### config.mk
export PLATFORM = sky130hd
export DESIGN_NAME = opff_stream
export DESIGN_NICKNAME = d
export VERILOG_FILES = /design/src/design/oled_page_framebuffer_flush_macros.svh /design/src/design/opff_pkg.sv /design/src/design/opff_stream.sv
export SDC_FILE = /design/constraint.sdc
export NUM_CORES = 1
export LEC_CHECK = 0
export ABC_AREA = 1
export BUFFER_PORTS_ARGS = -buffer_cell sky130_fd_sc_hd__clkbuf_2
export CAP_MARGIN = 20
export CORE_ASPECT_RATIO = 0.7
export CORE_MARGIN = 2
export CORE_UTILIZATION = 56
export CTS_CLUSTER_DIAMETER = 80
export DETAILED_ROUTE_END_ITERATION = 12
export PLACE_DENSITY_LB_ADDON = 0.2
export SKIP_LAST_GASP = 1
export SLEW_MARGIN = 15
export SYNTH_ARGS = -nofsm -noshare
export SYNTH_HDL_FRONTEND = slang
export SYNTH_SLANG_ARGS = --single-unit
### constraint.sdc
create_clock -name clk_i -period 2.7 [get_ports clk_i]
set_input_delay 0.405 -clock clk_i [delete_from_list [all_inputs] [get_ports clk_i]]
set_output_delay 0.405 -clock clk_i [all_outputs]
set_load 0.005 [all_outputs]
### src/design/oled_page_framebuffer_flush_macros.svh
// Assertion macros shared by the frame buffer flush design.
// Depends on nothing; included by the top level only.
`ifndef OLED_PAGE_FRAMEBUFFER_FLUSH_MACROS_SVH
`define OLED_PAGE_FRAMEBUFFER_FLUSH_MACROS_SVH

// Clocked assertion, disabled while the active-low reset is asserted.
`define OPFF_ASSERT(lbl, clk, rst_n, prop, msg) \
  lbl: assert property (@(posedge clk) disable iff (!rst_n) prop) else $error(msg);

// Clocked assertion that also holds during reset.
`define OPFF_ASSERT_ALWAYS(lbl, clk, prop, msg) \
  lbl: assert property (@(posedge clk) prop) else $error(msg);

`endif

### src/design/opff_pkg.sv
// Package for the page frame buffer flush block: geometry, codes and word types.
// Depends on nothing; imported by the stream sequencer and the top level.
`timescale 1ns / 1ps

package opff_pkg;

  // Panel geometry.
  localparam int unsigned Columns    = 128;
  localparam int unsigned Rows       = 64;
  localparam int unsigned StoreDepth = Columns * 8;
  localparam int unsigned StoreAddrW = $clog2(StoreDepth);
  localparam int unsigned Half       = Columns / 2;
  localparam int unsigned Pages      = Rows / 8;
  localparam int unsigned PageBytes  = 6 + 2 * Half;
  localparam int unsigned PageW      = 3;
  localparam int unsigned PosW       = 8;

  // Positions inside the byte stream of one page.
  localparam logic [PosW-1:0] PosCtrlCmd    = PosW'(0);
  localparam logic [PosW-1:0] PosColLow     = PosW'(1);
  localparam logic [PosW-1:0] PosColHigh    = PosW'(2);
  localparam logic [PosW-1:0] PosPageCmd    = PosW'(3);
  localparam logic [PosW-1:0] PosData1Ctrl  = PosW'(4);
  localparam logic [PosW-1:0] PosData1First = PosW'(5);
  localparam logic [PosW-1:0] PosData1Last  = PosW'(4 + Half);
  localparam logic [PosW-1:0] PosData2Ctrl  = PosW'(5 + Half);
  localparam logic [PosW-1:0] PosData2Skew  = PosW'(6);
  localparam logic [PosW-1:0] PosLast       = PosW'(PageBytes - 1);

  // Bus stream byte codes.
  localparam logic [7:0] ByteCtrlCmd  = 8'h00;
  localparam logic [7:0] ByteCtrlData = 8'h40;
  localparam logic [7:0] CmdColLow    = 8'h00;
  localparam logic [7:0] CmdColHigh   = 8'h10;
  localparam logic [7:0] CmdPage      = 8'hB0;
  localparam logic [7:0] NibbleMask   = 8'h0F;
  localparam logic [7:0] ColStartRst  = 8'h02;

  typedef enum logic [2:0] {
    KIND_SET_PIXEL    = 3'd0,
    KIND_CLEAR_PIXEL  = 3'd1,
    KIND_CLEAR_SCREEN = 3'd2,
    KIND_UPDATE       = 3'd3,
    KIND_TICK         = 3'd4,
    KIND_BYTE_SLOT    = 3'd5
  } opff_kind_e;

  typedef enum logic [1:0] {
    ST_WIPE,
    ST_IDLE,
    ST_MODIFY,
    ST_EMIT
  } opff_state_e;

  typedef struct packed {
    logic [2:0] kind;
    logic [7:0] pos_x;
    logic [7:0] pos_y;
  } opff_in_t;

  typedef struct packed {
    logic [7:0] out_byte;
    logic       transfer_first;
    logic       transfer_last;
    logic       flush_last;
  } opff_out_t;

  // Commands from the top level to the stream sequencer.
  typedef struct packed {
    logic tick;
    logic update;
    logic advance;
  } opff_ctrl_t;

  // What the stream sequencer offers for the current position.
  typedef struct packed {
    logic                  active;
    logic                  is_data;
    logic [StoreAddrW-1:0] addr;
    opff_out_t             word;
  } opff_slot_t;

endpackage

### src/design/opff_stream.sv
// Flush stream sequencer: dirty flag, page and byte position, stream formatting.
// Depends on opff_pkg.
`timescale 1ns / 1ps

module opff_stream (
  input  logic               clk_i,
  input  logic               rst_ni,
  input  opff_pkg::opff_ctrl_t ctrl_i,
  input  logic [7:0]         column_start_i,
  output opff_pkg::opff_slot_t slot_o
);
  import opff_pkg::*;

  logic             dirty_q, dirty_d;
  logic             active_q, active_d;
  logic [PageW-1:0] page_q, page_d;
  logic [PosW-1:0]  pos_q, pos_d;

  logic                  page_end;
  logic                  frame_end;
  logic [StoreAddrW-1:0] base;

  assign page_end  = (pos_q == PosLast);
  assign frame_end = (page_q == PageW'(Pages - 1));
  assign base      = StoreAddrW'(page_q) * StoreAddrW'(Columns);

  // Sequencer state update.
  always_comb begin
    dirty_d  = dirty_q;
    active_d = active_q;
    page_d   = page_q;
    pos_d    = pos_q;
    if (ctrl_i.update) begin
      dirty_d = 1'b1;
    end
    if (ctrl_i.tick && !active_q && dirty_q) begin
      dirty_d  = 1'b0;
      active_d = 1'b1;
      page_d   = '0;
      pos_d    = '0;
    end
    if (ctrl_i.advance && active_q) begin
      if (page_end) begin
        pos_d = '0;
        if (frame_end) begin
          active_d = 1'b0;
          page_d   = '0;
        end else begin
          page_d = page_q + PageW'(1);
        end
      end else begin
        pos_d = pos_q + PosW'(1);
      end
    end
  end

  always_ff @(posedge clk_i or negedge rst_ni) begin
    if (!rst_ni) begin
      dirty_q  <= 1'b1;
      active_q <= 1'b0;
      page_q   <= '0;
      pos_q    <= '0;
    end else begin
      dirty_q  <= dirty_d;
      active_q <= active_d;
      page_q   <= page_d;
      pos_q    <= pos_d;
    end
  end

  // Stream word for the current position: command transfer, then two data transfers.
  always_comb begin
    slot_o                     = '0;
    slot_o.active              = active_q;
    slot_o.word.flush_last     = page_end && frame_end;
    if (pos_q < PosData1Ctrl) begin
      slot_o.word.transfer_first = (pos_q == PosCtrlCmd);
      slot_o.word.transfer_last  = (pos_q == PosPageCmd);
      case (pos_q)
        PosCtrlCmd: slot_o.word.out_byte = ByteCtrlCmd;
        PosColLow:  slot_o.word.out_byte = CmdColLow | (column_start_i & NibbleMask);
        PosColHigh: slot_o.word.out_byte = CmdColHigh | (column_start_i >> 4);
        default:    slot_o.word.out_byte = CmdPage | {5'b0, page_q};
      endcase
    end else if (pos_q == PosData1Ctrl) begin
      slot_o.word.out_byte       = ByteCtrlData;
      slot_o.word.transfer_first = 1'b1;
    end else if (pos_q < PosData2Ctrl) begin
      slot_o.is_data             = 1'b1;
      slot_o.addr                = base + StoreAddrW'(pos_q - PosData1First);
      slot_o.word.transfer_last  = (pos_q == PosData1Last);
    end else if (pos_q == PosData2Ctrl) begin
      slot_o.word.out_byte       = ByteCtrlData;
      slot_o.word.transfer_first = 1'b1;
    end else begin
      // Second half: the column runs on from the first half, past two control words.
      slot_o.is_data             = 1'b1;
      slot_o.addr                = base + StoreAddrW'(pos_q - PosData2Skew);
      slot_o.word.transfer_last  = page_end;
    end
  end

endmodule

==> reports/metrics.csv, run 1 <==
metric,value,unit
root buffer cell,clkbuf_8,
Pwr Total,3262,uW
Fin Setup TNS,0,ps
Worst Setup Start Kind,flop,
maxcap violations,0,
global-route wire length before repair,7941,um
Worst Hold Class,input pin to asynchronous set/reset pin,
Critical R2R Launch,pos_q[1]$_DFFE_PN0P_,
CTS Hold Buffers Added,0,
status,finished clean,
r2r setup slk,770,ps
vias in the first global route,1681,
NumNets Final,337,
multi-input logic area,0.001353,mm^2
total track usage,0.2766,
IO buf count,35,
CP arrival,2290,ps
pin count of the biggest net entering global routing,17,
H-tree depth,1,
antenna violations before repair,0,
fmax,0.3710,GHz
Setup-failing EPs final,0,
Initial Utilization,0.5830,
Filler Cell Count,245,
share of cells above drive strength 1,0.4304,
final-report hold violation count,0,
worst-path fanout max,3,
Finished Layout Cells,347,
Pwr Density,1445,mW/mm^2
Crit Path Class,flop to primary output,
drt total wl,4639,um
flip-flop and latch area,327.8,um^2
io pins,36,
CTS Buffer Depth,2,
maximum VDD drop,791.9,uV
dpl hpwl,3595,um
worst endpoint required time,2300,ps
r2r worst-path depth,10,
Clock transition at path regs,50,ps
crit path to,slot_o[20],
critical path launch point,pos_q[1]$_DFFE_PN0P_,
Worst R2R End,pos_q[0]$_DFFE_PN0P_,
Die W,72.20,um
1st-pass router iterations,4,
Slew Limit Fails,0,
Die Height,51.74,um
Congestion Overflow GR,0,
full die area,0.003735,mm^2
vias,1754,
Worst Max-Slew Pin Slew,339.3,ps
core area,0.003127,mm^2
# rows,17,
Remaining DRCs,0,
DR WL/cell,13.37,um
insertion delay to the later sink of the worst-skew pair,240,ps
Period minus WS final,2695,ps
CTS Buf Count,3,
max_slew headroom,0.7738,
cell count after synthesis,254,
Mapped Avg Cell Area,7.177,um^2
"Area growth, synth to finish",23.82,%
Placed Instances,334,
skew final,3.505,ps
RSZ-0062 raised after global routing,true,
sequential area share after synthesis,0.1791,
leakage power,0.001255,uW
Starting DRT DRC Count,121,
"antenna viol nets, final",0,
Mapped Area,0.001823,mm^2
Vias/cell,5.055,
final worst-path cycle share,0.9983,
Yosys reg bits,13,
YS warnings,0,
Worst Setup End Kind,primary output,
synth unique cells,36,
CTS sink count,13,
GPL Wtd Cong,0.8728,
antenna cells,0,
CTS tree,built,
syn nets,281,
-- cell usage in the layout (no fill, tap or decap), drive strengths merged --
cell type	n
nand2	91
clkbuf	39
inv	35
nor2	34
nand3	24
buf	22
dfrtp	12
ha	12
o21ai	11
xor2	9
o22ai	5
a21oi	5
nor3	3
fa	2
clkinv	1
o211ai	1
nand3b	1
xnor2	1
dfstp	1
-- per-stage QoR --
stage	cell area, um^2	setup slack [ps]	hold slack, ps	utilization
final	2257	4.693	50.62	0.7219
after global routing	2257	-165.5	69.47	0.7219
after CTS	2232	6.209	63.25	0.7139
after detailed placement	2078	73.74	321.6	0.6647
after global placement	2078	165.8	320.3	0.6647
after floorplan	1823	212.3	109.4	-
-- worst min path at each step --
stage / from / end / slack [ps] / cells after the start
4_1_cts: rst_ni / active_q$_DFF_PN0_ / 60 / 1
5_1_grt: rst_ni / page_q[1]$_DFF_PN0_ / 70 / 1
2_1_floorplan: rst_ni / active_q$_DFF_PN0_ / 110 / 0
3_5_place_dp: rst_ni / page_q[2]$_DFF_PN0_ / 320 / 1
6_report: rst_ni / pos_q[7]$_DFFE_PN0P_ / 50 / 1
3_3_place_gp: rst_ni / page_q[0]$_DFF_PN0_ / 320 / 1
-- routing by layer --
metal	vias up	routed length (um)	global-route usage	part of all wire
met5	-	0	0	0
met4	0	44	0.05031	0.0095
met3	6	355	0.05233	0.077
met2	64	2017	0.4373	0.43
met1	782	2222	0.3964	0.48
li1	902	-	-	-
-- logic make-up (layout without fill, tap and decap cells) --
kind of cell    Yosys count  after routing  synth area share
simple gates            153            153            0.4784
buf+inv                  42             97            0.1146
xor+xnor                 10             10           0.04805
compound gates           22             22           0.07550
flops                    13             13            0.1791
fa+ha+maj                14             14            0.1043
-- sequential cells by signal, summed over array words and instances (netlist names) --
register and cells:
pos_q 8, active_q 1, dirty_q 1, page_q 3
-- final cells by class --
type / instances / share of cell area
multi-input combinational: 199 / 0.5992
timing repair buffer: 57 / 0.1508
tap: 38 / 0.02106
sequential: 13 / 0.1452
inverter: 36 / 0.06375
clock buffer: 4 / 0.01996
-- power by group --
group | switching, uW | internal (uW)
clock | 66.6 | 104
sequential | 64.0 | 252
combinational | 1620 | 1150
total | 1750 | 1510
-- synthesized netlist by cell type, drive strengths merged --
master / instances / area [um^2]
xor2: 9 / 78.83
a21oi: 5 / 32.53
dfstp: 1 / 26.28
nand3: 24 / 155.1
xnor2: 1 / 8.760
o22ai: 5 / 31.28
o211ai: 1 / 7.510
inv: 35 / 138.9
fa: 2 / 40.04
buf: 6 / 65.06
nand2: 91 / 447.9
ha: 12 / 150.1
nor2: 34 / 230.2
nor3: 3 / 31.28
dfrtp: 12 / 300.3
o21ai: 11 / 66.32
clkinv: 1 / 5.000
nand3b: 1 / 7.510
-- critical path, stage by stage (launching register included) --
cell,delay [ps]
dfrtp_1,400
inv_2,100
ha_4,130
nand2_2,60
nand2_2,90
nor2_2,40
xor2_1,140
ha_2,190
fa_2,350
inv_1,60
nand2_1,60
nand2_2,70
nand3_1,80
nand3_2,70
nor2_2,40
nor2_2,70
clkbuf_2,110
-- repair_timing --
action	4_1_cts	5_1_grt
endpoints found under the setup margin	2	2
pin swaps	10	3
resized for setup	17	3
hold endpoints to repair	0	0
buffers inserted	7	2
Note: power is estimated with default switching activity, not from simulation.
==> run 2: changes to the inputs <==
--- a/config.mk
+++ b/config.mk
@@ -5,12 +5,11 @@
 export SDC_FILE = /design/constraint.sdc
 export NUM_CORES = 1
 export LEC_CHECK = 0
-export ABC_AREA = 1
 export BUFFER_PORTS_ARGS = -buffer_cell sky130_fd_sc_hd__clkbuf_2
 export CAP_MARGIN = 20
 export CORE_ASPECT_RATIO = 0.7
 export CORE_MARGIN = 2
-export CORE_UTILIZATION = 56
+export CORE_UTILIZATION = 54
 export CTS_CLUSTER_DIAMETER = 80
 export DETAILED_ROUTE_END_ITERATION = 12
 export PLACE_DENSITY_LB_ADDON = 0.2
==> run 2 against run 1 <==
Against the previous run: the run now ends with setup timing left; maximum frequency fell by 15%; clock power rose by 7%; largest power group unchanged; register-to-register slack lost 130 ps; power is 51% lower; first-iteration DRC count down 11%; largest cell class unchanged.
==> reports/metrics.csv, run 2 <==
metric,value,unit
Fin Setup TNS,-1593,ps
max incr delay on CP,570,ps
Mapped Area,0.001509,mm^2
area share of xor/xnor cells in the synthesized design,0.04063,
"commonest non-fill, non-tap cells in the layout","clkbuf_2, buf_4, nor2_1, nand2_1, dfrtp_1",
Synth Flop Type,dfrtp_1,
NumNets Final,265,
CP cell instances,or4_4 > nor2_4 > xor2_1 > ha_2 > fa_2 > xnor2_1 > or4_1 > nand3_1 > a21oi_1 > clkbuf_2,
drt total wl,4655,um
CTS Hold Buffers Added,0,
"commonest non-fill, non-tap cell in the layout",clkbuf_2,
Placed Instances,258,
Die W,67.18,um
top post-synthesis cells by area,"dfrtp_1, ha_1, nor2_1, nand3_1, mux2i_1",
adder-cell share of the synthesized area,0.1260,
"count leader, synth",nor2_1,
RSZ-0062 raised after global routing,true,
top-area cell type share of the netlist area,0.1990,
r2r worst-path depth,6,
Worst Setup Start Kind,flop,
syn nets,203,
Mapped Avg Cell Area,8.574,um^2
critical path launch point,pos_q[4]$_DFFE_PN0P_,
pin count of the biggest net entering global routing,18,
Vias/cell,6.188,
CP arrival,2750,ps
Period minus WS final,3158,ps
skew final,2.008,ps
vias,1677,
H-tree depth,1,
Worst R2R End,page_q[2]$_DFF_PN0_,
status,"complete, but fails checks",
Die Height,48.23,um
Initial Utilization,0.5912,
number of flops mapped to enable cells by yosys,0,
full die area,0.003240,mm^2
Final Util,0.8235,
YS warnings,0,
biggest regs,"pos_q: 8 flops, page_q: 3 flops",
synthesized-area fraction occupied by and/or/nand/nor cells,0.2430,
max FFs per register,8,
CTS Buf Count,3,
vias in the first global route,1302,
final worst slack,-458.2,ps
sequential area share after synthesis,0.2164,
Starting DRT DRC Count,108,
antenna cells,0,
maximum VDD drop,438.4,uV
Remaining DRCs,0,
post-synthesis mux area share,0.07297,
insertion delay to the later sink of the worst-skew pair,250,ps
Clock transition at path regs,60,ps
crit path to,slot_o[20],
"Area growth, synth to finish",39.30,%
core area,0.002552,mm^2
Yosys reg bits,13,
fmax,0.3166,GHz
cell count after synthesis,176,
Congestion Overflow GR,0,
Setup-failing EPs final,9,
Crit Path Class,flop to primary output,
1st-pass router iterations,5,
maxcap violations,0,
DR WL/cell,17.18,um
final-report hold violation count,0,
CTS sink count,13,
crit path max-delay cell type,or4_4,
CTS Buffer Depth,2,
largest reg by FF count,pos_q,
pre-CTS setup slack,-192.0,ps
GPL Wtd Cong,0.8831,
dpl hpwl,3105,um
Worst Setup End Kind,primary output,
total track usage,0.2656,
share of cells above drive strength 1,0.4262,
Critical R2R Launch,pos_q[4]$_DFFE_PN0P_,
IO buf count,35,
worst-path fanout max,2,
global-route wire length before repair,6292,um
Pwr Density,760.1,mW/mm^2
final worst-path cycle share,1.170,
Slew Limit Fails,0,
Synth Area in Compound Gates,0.2289,
max_slew headroom,0.5934,
largest area contributor in the netlist,dfrtp_1,
CTS tree,built,
most frequent cells after synthesis,"nor2_1, dfrtp_1, ha_1, nand2_1, nand3_1",
synth unique cells,53,
fraction of registers with async set/reset,1.000,
largest family of logic cells by synthesized area,simple AND/OR/NAND/NOR gates,
"antenna viol nets, final",0,
io pins,36,
Finished Layout Cells,271,
# rows,15,
root buffer cell,clkbuf_8,
leakage power,0.001070,uW
antenna violations before repair,0,
worst endpoint required time,2300,ps
r2r setup slk,640,ps
failing checks,setup timing,
Worst Hold Class,input pin to asynchronous set/reset pin,
Worst Max-Slew Pin Slew,605.2,ps
-- run 2: cell count changes in the layout (fill, tap and decap cells not counted), sizes merged, moves of 13 or more --
cell,change
nand3,-13
inv,-29
nand2,-79
buf,+17
nor2,-18
-- run 2: report_power, final --
group	switching, uW	internal [uW]	total, uW
clock	78.9	105	183
combinational	571	610	1180
sequential	20.4	213	233
total	670	928	1600
-- run 2: area by class of cell --
type / instances / area [um^2]
clock buffer: 4 / 45.04
timing repair buffer: 73 / 514.2
multi-input combinational: 141 / 1151
fill: 152 / 450.4
inverter: 6 / 22.52
sequential: 13 / 326.6
tap: 34 / 42.54
-- run 2: cells by family after synthesis --
kind of cell	Yosys count
adder cells (fa/ha/maj)	14
multiplexers	10
flip-flops	13
AND/OR/NAND/NOR	67
buffers and inverters	22
XOR/XNOR	7
AO/OA/AOI/OAI	43
-- run 2: metrics by stage --
stage	area, um^2	hold WS (ps)	total power [uW]
floorplan	1540	109.4	837.1
global placement	1883	308.2	1237
detailed placement	1883	314.3	1268
CTS	1947	49.81	1454
global route	2102	57.69	1706
finish	2102	44.34	1598
-- run 2: per-layer routing --
| metal | share of wire | vias to the layer above | track usage |
|---|---|---|---|
| met2 | 0.49 | 98 | 0.4257 |
| met3 | 0.081 | 20 | 0.05774 |
| met4 | 0.029 | 0 | 0.08163 |
| li1 | - | 760 | - |
| met1 | 0.40 | 799 | 0.3670 |
| met5 | 0 | - | 0 |
-- run 2: how the worst min path moves through the flow --
| stage | start | endpoint | slack, ps | cells past startpoint |
|---|---|---|---|---|
| 5_1_grt | rst_ni | pos_q[0]$_DFFE_PN0P_ | 60 | 1 |
| 2_1_floorplan | rst_ni | active_q$_DFF_PN0_ | 110 | 0 |
| 6_report | rst_ni | pos_q[0]$_DFFE_PN0P_ | 40 | 1 |
| 3_3_place_gp | rst_ni | pos_q[2]$_DFFE_PN0P_ | 310 | 1 |
| 4_1_cts | rst_ni | pos_q[0]$_DFFE_PN0P_ | 50 | 1 |
| 3_5_place_dp | rst_ni | pos_q[0]$_DFFE_PN0P_ | 310 | 1 |
-- run 2: worst max-delay path: cells and delay by family, from the launching register on --
| family | cells | cell delay (ps) |
|---|---|---|
| flops | 1 | 390 |
| xor+xnor | 2 | 230 |
| buf+inv | 1 | 110 |
| compound gates | 1 | 70 |
| fa+ha+maj | 2 | 510 |
| simple gates | 4 | 1200 |
-- run 2: timing repair --
item,CTS,global route
hold endpoints to repair,0,0
pin swaps,2,7
setup buffers,1,9
setup endpoints to repair,7,13
resized for setup,3,25
